[src/rtl/tld_pkg.sv]
// Shared types and constants of the terminal line discipline.
// Used by tld_ctrl, tty_line_discipline, tld_checker and tb; depends on nothing.
package tld_pkg;

    // Character codes handled by the discipline.
    localparam logic [7:0] CH_BS  = 8'h7f;
    localparam logic [7:0] CH_LF  = 8'h0a;
    localparam logic [7:0] CH_CR  = 8'h0d;
    localparam logic [7:0] CH_ESC = 8'h1b;

    // Configuration register indexes.
    localparam logic [1:0] REG_CRLF_OUT = 2'd0;
    localparam logic [1:0] REG_CRLF_IN  = 2'd1;
    localparam logic [1:0] REG_ECHO     = 2'd2;
    localparam logic [1:0] REG_LIMIT    = 2'd3;

    // Width of the line limit and of length compares; holds any length up to 64.
    localparam int CMP_W = 7;

    // Position of the last byte of the erase sequence.
    localparam logic [3:0] ERASE_LAST = 4'd8;

    // Configuration as seen by the sequencer, limit already clamped.
    typedef struct packed {
        logic             crlf_out;
        logic             crlf_in;
        logic             echo_enable;
        logic [CMP_W-1:0] limit;
    } cfg_t;

    // Erase sequence: ESC [ 1 D space ESC [ 1 D.
    function automatic logic [7:0] erase_byte(input logic [3:0] idx);
        logic [7:0] b;
        case (idx)
            4'd0:    b = CH_ESC;
            4'd1:    b = 8'h5b;
            4'd2:    b = 8'h31;
            4'd3:    b = 8'h44;
            4'd4:    b = 8'h20;
            4'd5:    b = CH_ESC;
            4'd6:    b = 8'h5b;
            4'd7:    b = 8'h31;
            default: b = 8'h44;
        endcase
        return b;
    endfunction

endpackage

[src/rtl/tld_line_ram.sv]
// Line store of the terminal line discipline: one write port, one registered read port.
// Depends on nothing but its parameters.
module tld_line_ram #(
    parameter int DEPTH = 32,
    parameter int AW    = 5
) (
    input  logic          aclk,
    input  logic          we,
    input  logic [AW-1:0] waddr,
    input  logic [7:0]    wdata,
    input  logic [AW-1:0] raddr,
    output logic [7:0]    rdata
);

    logic [7:0] mem [DEPTH];
    logic [7:0] rdata_reg;

    // Write and registered read.
    always_ff @(posedge aclk) begin
        if (we) begin
            mem[waddr] <= wdata;
        end
        rdata_reg <= mem[raddr];
    end

    assign rdata = rdata_reg;

endmodule

[src/rtl/tld_ctrl.sv]
// Sequencer of the terminal line discipline: edits the line store, then runs the
// shared byte-output step for echo and line delivery. Depends on tld_pkg.
module tld_ctrl import tld_pkg::*; #(
    parameter int AW       = 5,
    parameter int LEN_W    = 6
) (
    input  logic          aclk,
    input  logic          aresetn,
    input  cfg_t          cfg,
    // Input item.
    input  logic          s_tvalid,
    output logic          s_tready,
    input  logic [7:0]    s_tdata,
    input  logic          s_tuser,
    // Result item.
    output logic          m_tvalid,
    input  logic          m_tready,
    output logic [7:0]    m_tdata,
    output logic          m_tuser,
    output logic          m_tlast,
    // Line store port.
    output logic          ram_we,
    output logic [AW-1:0] ram_waddr,
    output logic [7:0]    ram_wdata,
    output logic [AW-1:0] ram_raddr,
    input  logic [7:0]    ram_rdata
);

    typedef enum logic [2:0] {
        ST_IDLE,
        ST_STORE2,
        ST_ECHO,
        ST_DLV_RD,
        ST_DLV_EMIT
    } state_t;

    typedef struct packed {
        logic [7:0] b;
        logic       last;
    } term_t;

    // One step of the terminal output expansion for byte b at position idx.
    function automatic term_t term_step(input logic [7:0] b, input logic [3:0] idx,
                                        input logic crlf_out);
        term_t t;
        if (b == CH_BS) begin
            t.b    = erase_byte(idx);
            t.last = (idx == ERASE_LAST);
        end else if (b == CH_LF && crlf_out) begin
            t.b    = (idx == 4'd0) ? CH_CR : CH_LF;
            t.last = (idx != 4'd0);
        end else begin
            t.b    = b;
            t.last = 1'b1;
        end
        return t;
    endfunction

    state_t            state_reg, state_next;
    logic [7:0]        tb_reg, tb_next;
    logic [3:0]        tidx_reg, tidx_next;
    logic              dlv_reg, dlv_next;
    logic [LEN_W-1:0]  len_reg, len_next;
    logic [LEN_W-1:0]  rd_idx_reg, rd_idx_next;
    logic              out_valid_reg, out_valid_next;
    logic [7:0]        out_byte_reg, out_byte_next;
    logic              out_kind_reg, out_kind_next;
    logic              out_last_reg, out_last_next;

    logic              out_free;
    logic              is_nl;
    logic              two;
    logic [CMP_W-1:0]  len_ext;
    logic [CMP_W-1:0]  new_len;
    term_t             ts;

    // Decode of the key against the current line length.
    always_comb begin
        len_ext = CMP_W'(len_reg);
        is_nl   = (s_tdata == CH_LF) || (s_tdata == CH_CR);
        two     = is_nl && cfg.crlf_in && ((len_ext + CMP_W'(1)) < cfg.limit);
        new_len = len_ext + (two ? CMP_W'(2) : CMP_W'(1));
        ts      = term_step(tb_reg, tidx_reg, cfg.crlf_out);
        out_free = !out_valid_reg || m_tready;
    end

    // Next-state logic of the sequencer and the output register.
    always_comb begin
        state_next     = state_reg;
        tb_next        = tb_reg;
        tidx_next      = tidx_reg;
        dlv_next       = dlv_reg;
        len_next       = len_reg;
        rd_idx_next    = rd_idx_reg;
        out_valid_next = out_valid_reg && !m_tready;
        out_byte_next  = out_byte_reg;
        out_kind_next  = out_kind_reg;
        out_last_next  = out_last_reg;
        ram_we         = 1'b0;
        ram_waddr      = len_reg[AW-1:0];
        ram_wdata      = s_tdata;

        unique case (state_reg)
            ST_IDLE: begin
                tidx_next   = 4'd0;
                rd_idx_next = '0;
                if (s_tvalid) begin
                    if (s_tuser) begin
                        // Software byte goes straight to terminal output.
                        tb_next    = s_tdata;
                        dlv_next   = 1'b0;
                        state_next = ST_ECHO;
                    end else if (s_tdata == CH_BS) begin
                        // Backspace: ignored on an empty line.
                        if (len_reg != '0) begin
                            len_next = len_reg - LEN_W'(1);
                            tb_next  = CH_BS;
                            dlv_next = 1'b0;
                            if (cfg.echo_enable) begin
                                state_next = ST_ECHO;
                            end
                        end
                    end else begin
                        // Store the key; a line end may take a second write.
                        ram_we    = 1'b1;
                        ram_wdata = two ? CH_CR : (is_nl ? CH_LF : s_tdata);
                        len_next  = len_reg + LEN_W'(1);
                        tb_next   = two ? CH_LF : s_tdata;
                        dlv_next  = is_nl || (new_len >= cfg.limit);
                        if (two) begin
                            state_next = ST_STORE2;
                        end else if (cfg.echo_enable) begin
                            state_next = ST_ECHO;
                        end else if (is_nl || (new_len >= cfg.limit)) begin
                            state_next = ST_DLV_RD;
                        end
                    end
                end
            end
            ST_STORE2: begin
                ram_we    = 1'b1;
                ram_wdata = CH_LF;
                len_next  = len_reg + LEN_W'(1);
                if (cfg.echo_enable) begin
                    state_next = ST_ECHO;
                end else begin
                    state_next = ST_DLV_RD;
                end
            end
            ST_ECHO: begin
                if (out_free) begin
                    out_valid_next = 1'b1;
                    out_byte_next  = ts.b;
                    out_kind_next  = 1'b0;
                    out_last_next  = ts.last && !dlv_reg;
                    if (ts.last) begin
                        tidx_next  = 4'd0;
                        state_next = dlv_reg ? ST_DLV_RD : ST_IDLE;
                    end else begin
                        tidx_next = tidx_reg + 4'd1;
                    end
                end
            end
            ST_DLV_RD: begin
                // Read address is presented; data is registered in the store.
                state_next = ST_DLV_EMIT;
            end
            ST_DLV_EMIT: begin
                if (out_free) begin
                    out_valid_next = 1'b1;
                    out_byte_next  = ram_rdata;
                    out_kind_next  = 1'b1;
                    out_last_next  = (rd_idx_reg + LEN_W'(1)) == len_reg;
                    if ((rd_idx_reg + LEN_W'(1)) == len_reg) begin
                        len_next    = '0;
                        rd_idx_next = '0;
                        state_next  = ST_IDLE;
                    end else begin
                        rd_idx_next = rd_idx_reg + LEN_W'(1);
                        state_next  = ST_DLV_RD;
                    end
                end
            end
            default: begin
                state_next = ST_IDLE;
            end
        endcase
    end

    // State and registered outputs.
    always_ff @(posedge aclk) begin
        if (!aresetn) begin
            state_reg     <= ST_IDLE;
            len_reg       <= '0;
            rd_idx_reg    <= '0;
            tidx_reg      <= 4'd0;
            dlv_reg       <= 1'b0;
            out_valid_reg <= 1'b0;
        end else begin
            state_reg     <= state_next;
            len_reg       <= len_next;
            rd_idx_reg    <= rd_idx_next;
            tidx_reg      <= tidx_next;
            dlv_reg       <= dlv_next;
            out_valid_reg <= out_valid_next;
        end
        tb_reg       <= tb_next;
        out_byte_reg <= out_byte_next;
        out_kind_reg <= out_kind_next;
        out_last_reg <= out_last_next;
    end

    assign s_tready  = (state_reg == ST_IDLE);
    assign ram_raddr = rd_idx_reg[AW-1:0];
    assign m_tvalid  = out_valid_reg;
    assign m_tdata   = out_byte_reg;
    assign m_tuser   = out_kind_reg;
    assign m_tlast   = out_last_reg;

endmodule

[src/rtl/tty_line_discipline.sv]
// Terminal line discipline: a key-edited line store with echo and an output path.
// Steps: an item is accepted, a CR LF line end takes a second store write, then each
// terminal byte (up to 9) is sent; each delivered line byte takes a store read, then
// an emit. One item at a time: no new item is taken before the last result of the
// previous one is in the output register.
// Reset (aresetn, synchronous, active low): empty line, registers CR LF out and in on,
// echo on, limit 32. The line store itself is not cleared.
module tty_line_discipline import tld_pkg::*; #(
    parameter int LINE_MAX = 32
) (
    input  logic       aclk,
    input  logic       aresetn,
    // Input items.
    input  logic       s_tvalid,
    output logic       s_tready,
    input  logic [7:0] s_tdata,   // [7:0] in_byte
    input  logic       s_tuser,   // [0] kind
    // Result items.
    output logic       m_tvalid,
    input  logic       m_tready,
    output logic [7:0] m_tdata,   // [7:0] out_byte
    output logic       m_tuser,   // [0] out_kind
    output logic       m_tlast,
    // Configuration writes.
    input  logic       cfg_valid,
    output logic       cfg_ready,
    input  logic [1:0] cfg_index,
    input  logic [5:0] cfg_data
);

    localparam int AW    = $clog2(LINE_MAX);
    localparam int LEN_W = $clog2(LINE_MAX + 1);

    logic             crlf_out_reg;
    logic             crlf_in_reg;
    logic             echo_reg;
    logic [5:0]       limit_reg;
    logic [CMP_W-1:0] limit_clamped;
    cfg_t             cfg;

    logic          ram_we;
    logic [AW-1:0] ram_waddr;
    logic [7:0]    ram_wdata;
    logic [AW-1:0] ram_raddr;
    logic [7:0]    ram_rdata;

    // Configuration registers.
    always_ff @(posedge aclk) begin
        if (!aresetn) begin
            crlf_out_reg <= 1'b1;
            crlf_in_reg  <= 1'b1;
            echo_reg     <= 1'b1;
            limit_reg    <= 6'd32;
        end else if (cfg_valid) begin
            unique case (cfg_index)
                REG_CRLF_OUT: crlf_out_reg <= cfg_data[0];
                REG_CRLF_IN:  crlf_in_reg  <= cfg_data[0];
                REG_ECHO:     echo_reg     <= cfg_data[0];
                REG_LIMIT:    limit_reg    <= cfg_data;
                default:      ;
            endcase
        end
    end

    assign cfg_ready = 1'b1;

    // A limit of zero acts as one; a limit above the store size acts as the store size.
    always_comb begin
        if (limit_reg == 6'd0) begin
            limit_clamped = CMP_W'(1);
        end else if (CMP_W'(limit_reg) > CMP_W'(LINE_MAX)) begin
            limit_clamped = CMP_W'(LINE_MAX);
        end else begin
            limit_clamped = CMP_W'(limit_reg);
        end
        cfg.crlf_out    = crlf_out_reg;
        cfg.crlf_in     = crlf_in_reg;
        cfg.echo_enable = echo_reg;
        cfg.limit       = limit_clamped;
    end

    tld_ctrl #(
        .AW       (AW),
        .LEN_W    (LEN_W)
    ) u_ctrl (
        .aclk      (aclk),
        .aresetn   (aresetn),
        .cfg       (cfg),
        .s_tvalid  (s_tvalid),
        .s_tready  (s_tready),
        .s_tdata   (s_tdata),
        .s_tuser   (s_tuser),
        .m_tvalid  (m_tvalid),
        .m_tready  (m_tready),
        .m_tdata   (m_tdata),
        .m_tuser   (m_tuser),
        .m_tlast   (m_tlast),
        .ram_we    (ram_we),
        .ram_waddr (ram_waddr),
        .ram_wdata (ram_wdata),
        .ram_raddr (ram_raddr),
        .ram_rdata (ram_rdata)
    );

    tld_line_ram #(
        .DEPTH (LINE_MAX),
        .AW    (AW)
    ) u_line_ram (
        .aclk  (aclk),
        .we    (ram_we),
        .waddr (ram_waddr),
        .wdata (ram_wdata),
        .raddr (ram_raddr),
        .rdata (ram_rdata)
    );

    // A software byte always produces output, so the block is busy afterwards.
    a_sw_busy: assert property (@(posedge aclk) disable iff (!aresetn)
        s_tvalid && s_tready && s_tuser |=> !s_tready)
        else $error("block ready right after accepting a software byte");

    // While a result that is not the last of its item is shown, no new item is taken.
    a_busy_mid_item: assert property (@(posedge aclk) disable iff (!aresetn)
        m_tvalid && !m_tlast |-> !s_tready)
        else $error("block ready while an item still has results to send");

    // Reset leaves no result pending.
    a_reset_clear: assert property (@(posedge aclk)
        !aresetn |=> !m_tvalid)
        else $error("result pending after reset");

endmodule

[config.mk]
export PLATFORM = sky130hd
export DESIGN_NAME = tty_line_discipline
export DESIGN_NICKNAME = d
export VERILOG_FILES = /design/src/rtl/tld_pkg.sv /design/src/rtl/tld_line_ram.sv /design/src/rtl/tld_ctrl.sv /design/src/rtl/tty_line_discipline.sv
export SDC_FILE = /design/constraint.sdc
export NUM_CORES = 1
export LEC_CHECK = 0
export BUFFER_PORTS_ARGS = -buffer_cell sky130_fd_sc_hd__buf_4
export CAP_MARGIN = 10
export CORE_MARGIN = 10
export CORE_UTILIZATION = 60
export CTS_CLUSTER_DIAMETER = 50
export DETAILED_ROUTE_END_ITERATION = 8
export PLACE_DENSITY = 0.89
export SLEW_MARGIN = 20
export SYNTH_ARGS = -nofsm -noshare
export SYNTH_HDL_FRONTEND = slang
export SYNTH_SLANG_ARGS = --single-unit
[constraint.sdc]
create_clock -name aclk -period 4.75 [get_ports aclk]
set_input_delay 0.7125 -clock aclk [delete_from_list [all_inputs] [get_ports aclk]]
set_output_delay 0.7125 -clock aclk [all_outputs]
set_load 0.005 [all_outputs]
======== Word level (Yosys, flattened, before mapping) ========
Memories as Yosys holds them, arrays and structs flattened. A register that Yosys moved wholly into a read port is not among the register bits.
Cells that the tools add are included.
word-level totals
  register bits ........................... 48
  bits in latches ......................... 0
  RAM bits ................................ 256
  memory bits (read-only) ................. 56
  input port bits ......................... 22
  output and inout port bits .............. 13
  logic and storage cells ................. 149
  memories ................................ 2
memory list
  name              words  width  rd ports  clocked after Yosys merged registers in  write ports  line                RTL
  u_line_ram.mem    32     8      1         1                                        1            tld_line_ram.sv:15  logic [7:0] mem [DEPTH];
  (name not given)  8      7      1         1                                        0            tld_pkg.sv:34       case (idx)
cells by class
  $add $sub $neg .......................... 6
  multiply operators ...................... 0
  divide/modulo/power cells ............... 0
  magnitude comparators ................... 3
  eq/ne operators ......................... 25
  shift operators ......................... 0
  mux-type cells .......................... 67
  bitwise logic cells ..................... 0
  reduce and logical (&&, ||, !) cells .... 32
operator list
  cell                   count
  $mux W8                12
  $mux W6                10
  $mux W3                14
  $pmux W8 S2            2
  $eq A8 B4 Y1 const B   3
  $mux W9                2
  $pmux W6 S3            1
  $eq A8 B7 Y1 const B   2
  $mux W1                15
  $pmux W3 S5            1
  $add A6 B1 Y6 const B  2
  $pmux W6 S2            1
  $reduce_and A2 Y1      6
  $mux W4                2
  $ne A2 B1 Y1 const B   4
  $ne A4 B4 Y1 const B   2
  $pmux W4 S2            1
  $add A6 B1 Y7 const B  1
  $add A6 B7 Y7          1
  $ge A7 B6 Y1           1
  $lt A7 B6 Y1           1
  $reduce_and A7 Y1      1
  $eq A3 B2 Y1 const B   2
  $eq A6 B6 Y1           1
  27 further kinds       45

======== Logic depth before layout (Yosys ltp) ========
  depth in word-level cells ............... 16
  mapped depth ............................ 21
  depth with buffers taken out ............ 20

======== Cells and area by module ========
Synthesis repeated with hierarchy kept, for this count alone.
second synthesis, totals
  cells, all modules ...................... 869
  area total of the unflattened synthesis .. 13789.5 µm²
by module, submodules not included
  module               times used  cells an instance  area an instance (µm²)  sequential area each (µm²)
  tld_line_ram         1           417                10053.4                 7847.5
  tld_ctrl             1           402                3293.2                  1061.0
  tty_line_discipline  1           50                 442.9                   180.2

======== Worst setup path before layout ========
Ideal clock, no wire load.
  path type ............................... register to register
  start ................................... register u_ctrl.len_reg[2]
  end ..................................... register u_ctrl.state_reg[1]
  library setup time ...................... 87 ps
  arrival time ............................ 4009 ps
  required time ........................... 4663 ps
  path slack .............................. 653 ps
  cell stages (with the launch flop) ...... 19
  buffers on the path ..................... 2
  period minus slack after synthesis ...... 4097 ps
  path through ............................ dfxtp_1 clkbuf_1 clkbuf_1 xor2_1 ha_1 nor4_1 o211ai_1 a311o_1 ha_1 fa_1 nand3_1 xnor2_1 ha_1 a21o_1 a221oi_1 nand2_1 o211ai_1 nand3_1 o31ai_1
on the way
  cells in the longest elaborated chain, start to end .. 9
  elaborated cells on any way between the ends .. 19
  those cells by class .................... add/sub: 2; order compare: 2; eq/ne: 3; mux: 8; reduce/logical: 4
ends and longest elaborated chain
  element                      line             RTL
  from (decl)                  tld_ctrl.sv:63   logic [LEN_W-1:0] len_reg, len_next;
  from (signal assigned)       tld_ctrl.sv:201  len_reg <= len_next;
  $add A6 B1 Y7                tld_ctrl.sv:81   two = is_nl && cfg.crlf_in && ((len_ext + CMP_W'(1)) < cfg.limit);
  $lt A7 B6 Y1                 tld_ctrl.sv:81
  $logic_and A1 B1 Y1          tld_ctrl.sv:81
  $mux W2                      tld_ctrl.sv:82   new_len = len_ext + (two ? CMP_W'(2) : CMP_W'(1));
  $add A6 B7 Y7                tld_ctrl.sv:82
  $ge A7 B6 Y1                 tld_ctrl.sv:134  end else if (is_nl || (new_len >= cfg.limit)) begin
  $logic_or A1 B1 Y1           tld_ctrl.sv:134
  $ne A5 B1 Y1 (no line)       -
  $reduce_and A7 Y1 (no line)  -
  to (signal assigned)         tld_ctrl.sv:200  state_reg <= state_next;
  to (decl)                    tld_ctrl.sv:59   state_t state_reg, state_next;
Parallel ways exist; a longest one is shown, timed or not. The select of a mux whose other input is x is not followed.
A chain may end at the register's enable or synchronous reset.

======== Final worst setup path ========
  start ................................... register u_ctrl.len_reg[0]
  end ..................................... register u_ctrl.state_reg[2]
The elaborated chain is that of the path after synthesis.

==> impl_metrics.env <==
export IMPL_status="completed"
export IMPL_synth_top_family_by_area="multiplexers"
export IMPL_crit_end="u_ctrl.state_reg[2]"
export IMPL_synth_area_um2=13600
export IMPL_drive_gt1_frac=0.2236
export IMPL_ys_seq_area_frac=0.6681
export IMPL_cp_slowest_cell="dfxtp_2"
export IMPL_swShare=0.2230
export IMPL_intPower_mw=4.738
export IMPL_layout_min_cycle_time_ns=4.326
export IMPL_cp_cell_sequence="inv_2 -> ha_1 -> ha_1 -> nor4_1 -> o211ai_1 -> a311o_1 -> ha_1 -> fa_1 -> nand3_1 -> xnor2_1 -> ha_1 -> a21o_1 -> a221oi_1 -> nand2_1 -> o211ai_1 -> nand2_1 -> a21oi_1"
export IMPL_top_register="u_line_ram.mem"
export IMPL_cp_buffers_inverters=1
export IMPL_synth_xor_area_frac=0.01288
export IMPL_r2r_worst_path_cells=17
export IMPL_p_leak_nw=5.020
export IMPL_dpl_hpwl_um=19260
export IMPL_async_reset_ff_frac=0
export IMPL_fillers=1390
export IMPL_rr_startpoint="u_ctrl.len_reg[0]"
export IMPL_viasPerCell=6.433
export IMPL_clock_skew_ns=0.01355
export IMPL_firstDrtPassIters=6
export IMPL_clk_pin_slew_ns=0.06
export IMPL_hold_path_class="input pin to flop"
export IMPL_grt_pass1_wl_um=46820
export IMPL_synthTopCellsByCount="edfxtp_1, mux4_2, nor2_1"
export IMPL_yosys_area_top_type="edfxtp_1"
export IMPL_clk_root_buffer_cell="clkbuf_16"
export IMPL_critPathMostFrequentCell="ha_1"
export IMPL_post_cts_setup_buffers=0
export IMPL_required_ns=5.18
export IMPL_use_met1=0.2682
export IMPL_grt_busiest_layer="met2"
export IMPL_critPathLaunch="u_ctrl.len_reg[0]"
export IMPL_avgSynthCellArea_um2=16.00
export IMPL_dieArea_um2=29090
export IMPL_post_route_util=0.6777
export IMPL_synth_edf_count=274
export IMPL_worstSetupEndpointType="flop"
export IMPL_clock_latency_ns=0.52
export IMPL_seqPwrFrac=0.517
export IMPL_grt_setup_unrepaired="no"
export IMPL_yosys_warnings=0
export IMPL_yosys_top_cells_area="edfxtp_1, mux4_2, dfxtp_1"
export IMPL_max_stage_delay_ns=0.43
export IMPL_routed_via_count=7739
export IMPL_power_density_nw_per_um2=399.9
export IMPL_drv_cap=0
export IMPL_synth_fa_ha_area_frac=0.02355
export IMPL_worstPathMaxFanout=9
export IMPL_cp_arrival_ns=4.76
export IMPL_numCtsBuffers=35
export IMPL_r2r_setup_slack_ns=0.42
export IMPL_grt_usage=0.2133
export IMPL_use_met2=0.3545
export IMPL_initial_core_util=0.6045
export IMPL_place_gp_congestion=0.9373
export IMPL_syn_to_final_growth_pct=12.10
export IMPL_max_clock_freq_mhz=231.1
export IMPL_synth_top_cell_area_share=0.6049
export IMPL_worst_pin_slew_ns=1.070
export IMPL_grt_antenna_before_repair=1
export IMPL_nNetsFinal=940
export IMPL_switchingPower_mw=1.360
export IMPL_drc=0
export IMPL_grt_pass1_vias=7890
export IMPL_report_final_slew_viol_count=0
export IMPL_wl_per_cell_um=25.19
export IMPL_num_rows=55
export IMPL_synth_compound_area_share=0.05022
export IMPL_crit_family="adder cells"
export IMPL_clkPwrFrac=0.419
export IMPL_fin_tns_setup_ns=0
export IMPL_synthMuxAreaShare=0.1465
export IMPL_clock_path_buffers=3
export IMPL_largest_register_ffs=256
export IMPL_p_comb_frac=0.064
export IMPL_worst_setup_path_start_kind="flop"
export IMPL_ys_ff_latch=317
export IMPL_finalWirelength_um=30310
export IMPL_use_met3=0.05069
export IMPL_cp_depth=17
export IMPL_port_buffers=33
export IMPL_worstSetupPathType="flop to flop"
export IMPL_globalRouteOverflowTotal=0
export IMPL_drtIter0Drc=940
export IMPL_synthFlopType="edfxtp_1"
export IMPL_period_share=0.9108
export IMPL_cts_sinks=317
export IMPL_relSlewSlack=0.2847
export IMPL_synth_most_common_cell="edfxtp_1"
export IMPL_hold_violations=0
export IMPL_setup_viol=0
export IMPL_syn_nets=897
export IMPL_htree_num_levels=2
export IMPL_ys_types=63
export IMPL_core_area_um2=22500
export IMPL_drtAntennaViolNets=0
export IMPL_cts_tree="yes"
export IMPL_ios=35
export IMPL_syn_instance_count=850
export IMPL_die_w_um=170.6
export IMPL_worst_ir_drop_vdd_v=0.0003448
export IMPL_die_h_um=170.6
export IMPL_synthSimpleGateAreaFrac=0.07745
export IMPL_r2r_end="u_ctrl.state_reg[2]"
export IMPL_grt_max_degree=66
repair_timing:
action	in CTS	in global routing
resized for setup	0	4
hold buffers	0	0
setup endpoints to repair	0	3
endpoints found under the hold margin	0	0
worst register-to-register path: stages (launching register included):
cell	delay (ns)
dfxtp_2	0.43
inv_2	0.10
ha_1	0.34
ha_1	0.23
nor4_1	0.24
o211ai_1	0.14
a311o_1	0.42
ha_1	0.25
fa_1	0.43
nand3_1	0.13
xnor2_1	0.14
ha_1	0.27
a21o_1	0.18
a221oi_1	0.29
nand2_1	0.11
o211ai_1	0.29
nand2_1	0.09
a21oi_1	0.17
area by class of cell:
type | count | area, um^2 | area share
diodes | 1 | 2.502 | 0.0001641
inverters | 23 | 86.33 | 0.005661
well taps | 285 | 356.6 | 0.02338
clock inverters | 18 | 133.9 | 0.008779
repair buffers | 48 | 372.9 | 0.02445
flip-flops and latches | 317 | 9100 | 0.5967
multi-input cells | 468 | 4249 | 0.2786
clock buffers | 43 | 948.4 | 0.06219
worst min-delay path by stage:
stage / from / to / slack, ns / cells after the start
after global routing: s_tdata[7] / u_ctrl.tb_reg[7] / 0.41 / 1
after CTS: s_tdata[3] / u_ctrl.tb_reg[3] / 0.40 / 1
after floorplan: crlf_in_reg / crlf_in_reg / 0.45 / 2
final: s_tdata[3] / u_ctrl.tb_reg[3] / 0.41 / 1
after global placement: u_line_ram.rdata[7] / u_ctrl.m_tdata[7] / 0.48 / 2
after detailed placement: u_line_ram.rdata[7] / u_ctrl.m_tdata[7] / 0.48 / 2
stage by stage:
stage          std cells  setup slack, ns  cell area [um^2]  power (mW)  hold WS (ns)
2_1_floorplan        850           0.6535             13600       3.428        0.4546
3_3_place_gp        1141           0.3893             14150       3.574        0.4773
3_5_place_dp        1141           0.2219             14150       3.593        0.4784
4_1_cts             1202           0.2110             15230       6.119        0.3999
5_1_grt             1202          0.06967             15250       6.269        0.4057
6_report            1203           0.4235             15250       6.098        0.4096
routing by layer:
metal,vias up,share of wire
met5,-,0
met4,0,0.030
met3,76,0.084
met2,412,0.51
met1,3832,0.38
li1,3419,-
logic make-up after synthesis:
group | count (synthesis)
buffers and inverters | 65
flip-flops | 317
XOR/XNOR | 20
AO/OA/AOI/OAI | 108
AND/OR/NAND/NOR | 216
multiplexers | 98
other | 1
adder cells (fa/ha/maj) | 25
placed cells by master, fill, tap and decap left out, types with 8 or more instances in the layout:
cell type and instances:
or3_1 8, dfxtp_1 38, mux2i_1 9, nor3_1 13, mux2_2 9, edfxtp_1 274
a21oi_1 23, nor2_1 63, xnor2_1 11, o21ai_0 32, ha_1 23, and2_1 11
inv_1 19, buf_4 47, nand2_1 54, xor2_1 9, clkbuf_16 37, mux4_2 80
nor2b_1 10, nand3_1 17
power by group through the flow:
stage	combinational (mW)	clock (mW)	sequential [mW]
4_1_cts	0.388	2.58	3.15
3_3_place_gp	0.368	0	3.21
6_report	0.389	2.56	3.15
2_1_floorplan	0.230	0	3.20
3_5_place_dp	0.383	0	3.21
5_1_grt	0.426	2.69	3.16
Power figures use the tool's default switching activity.
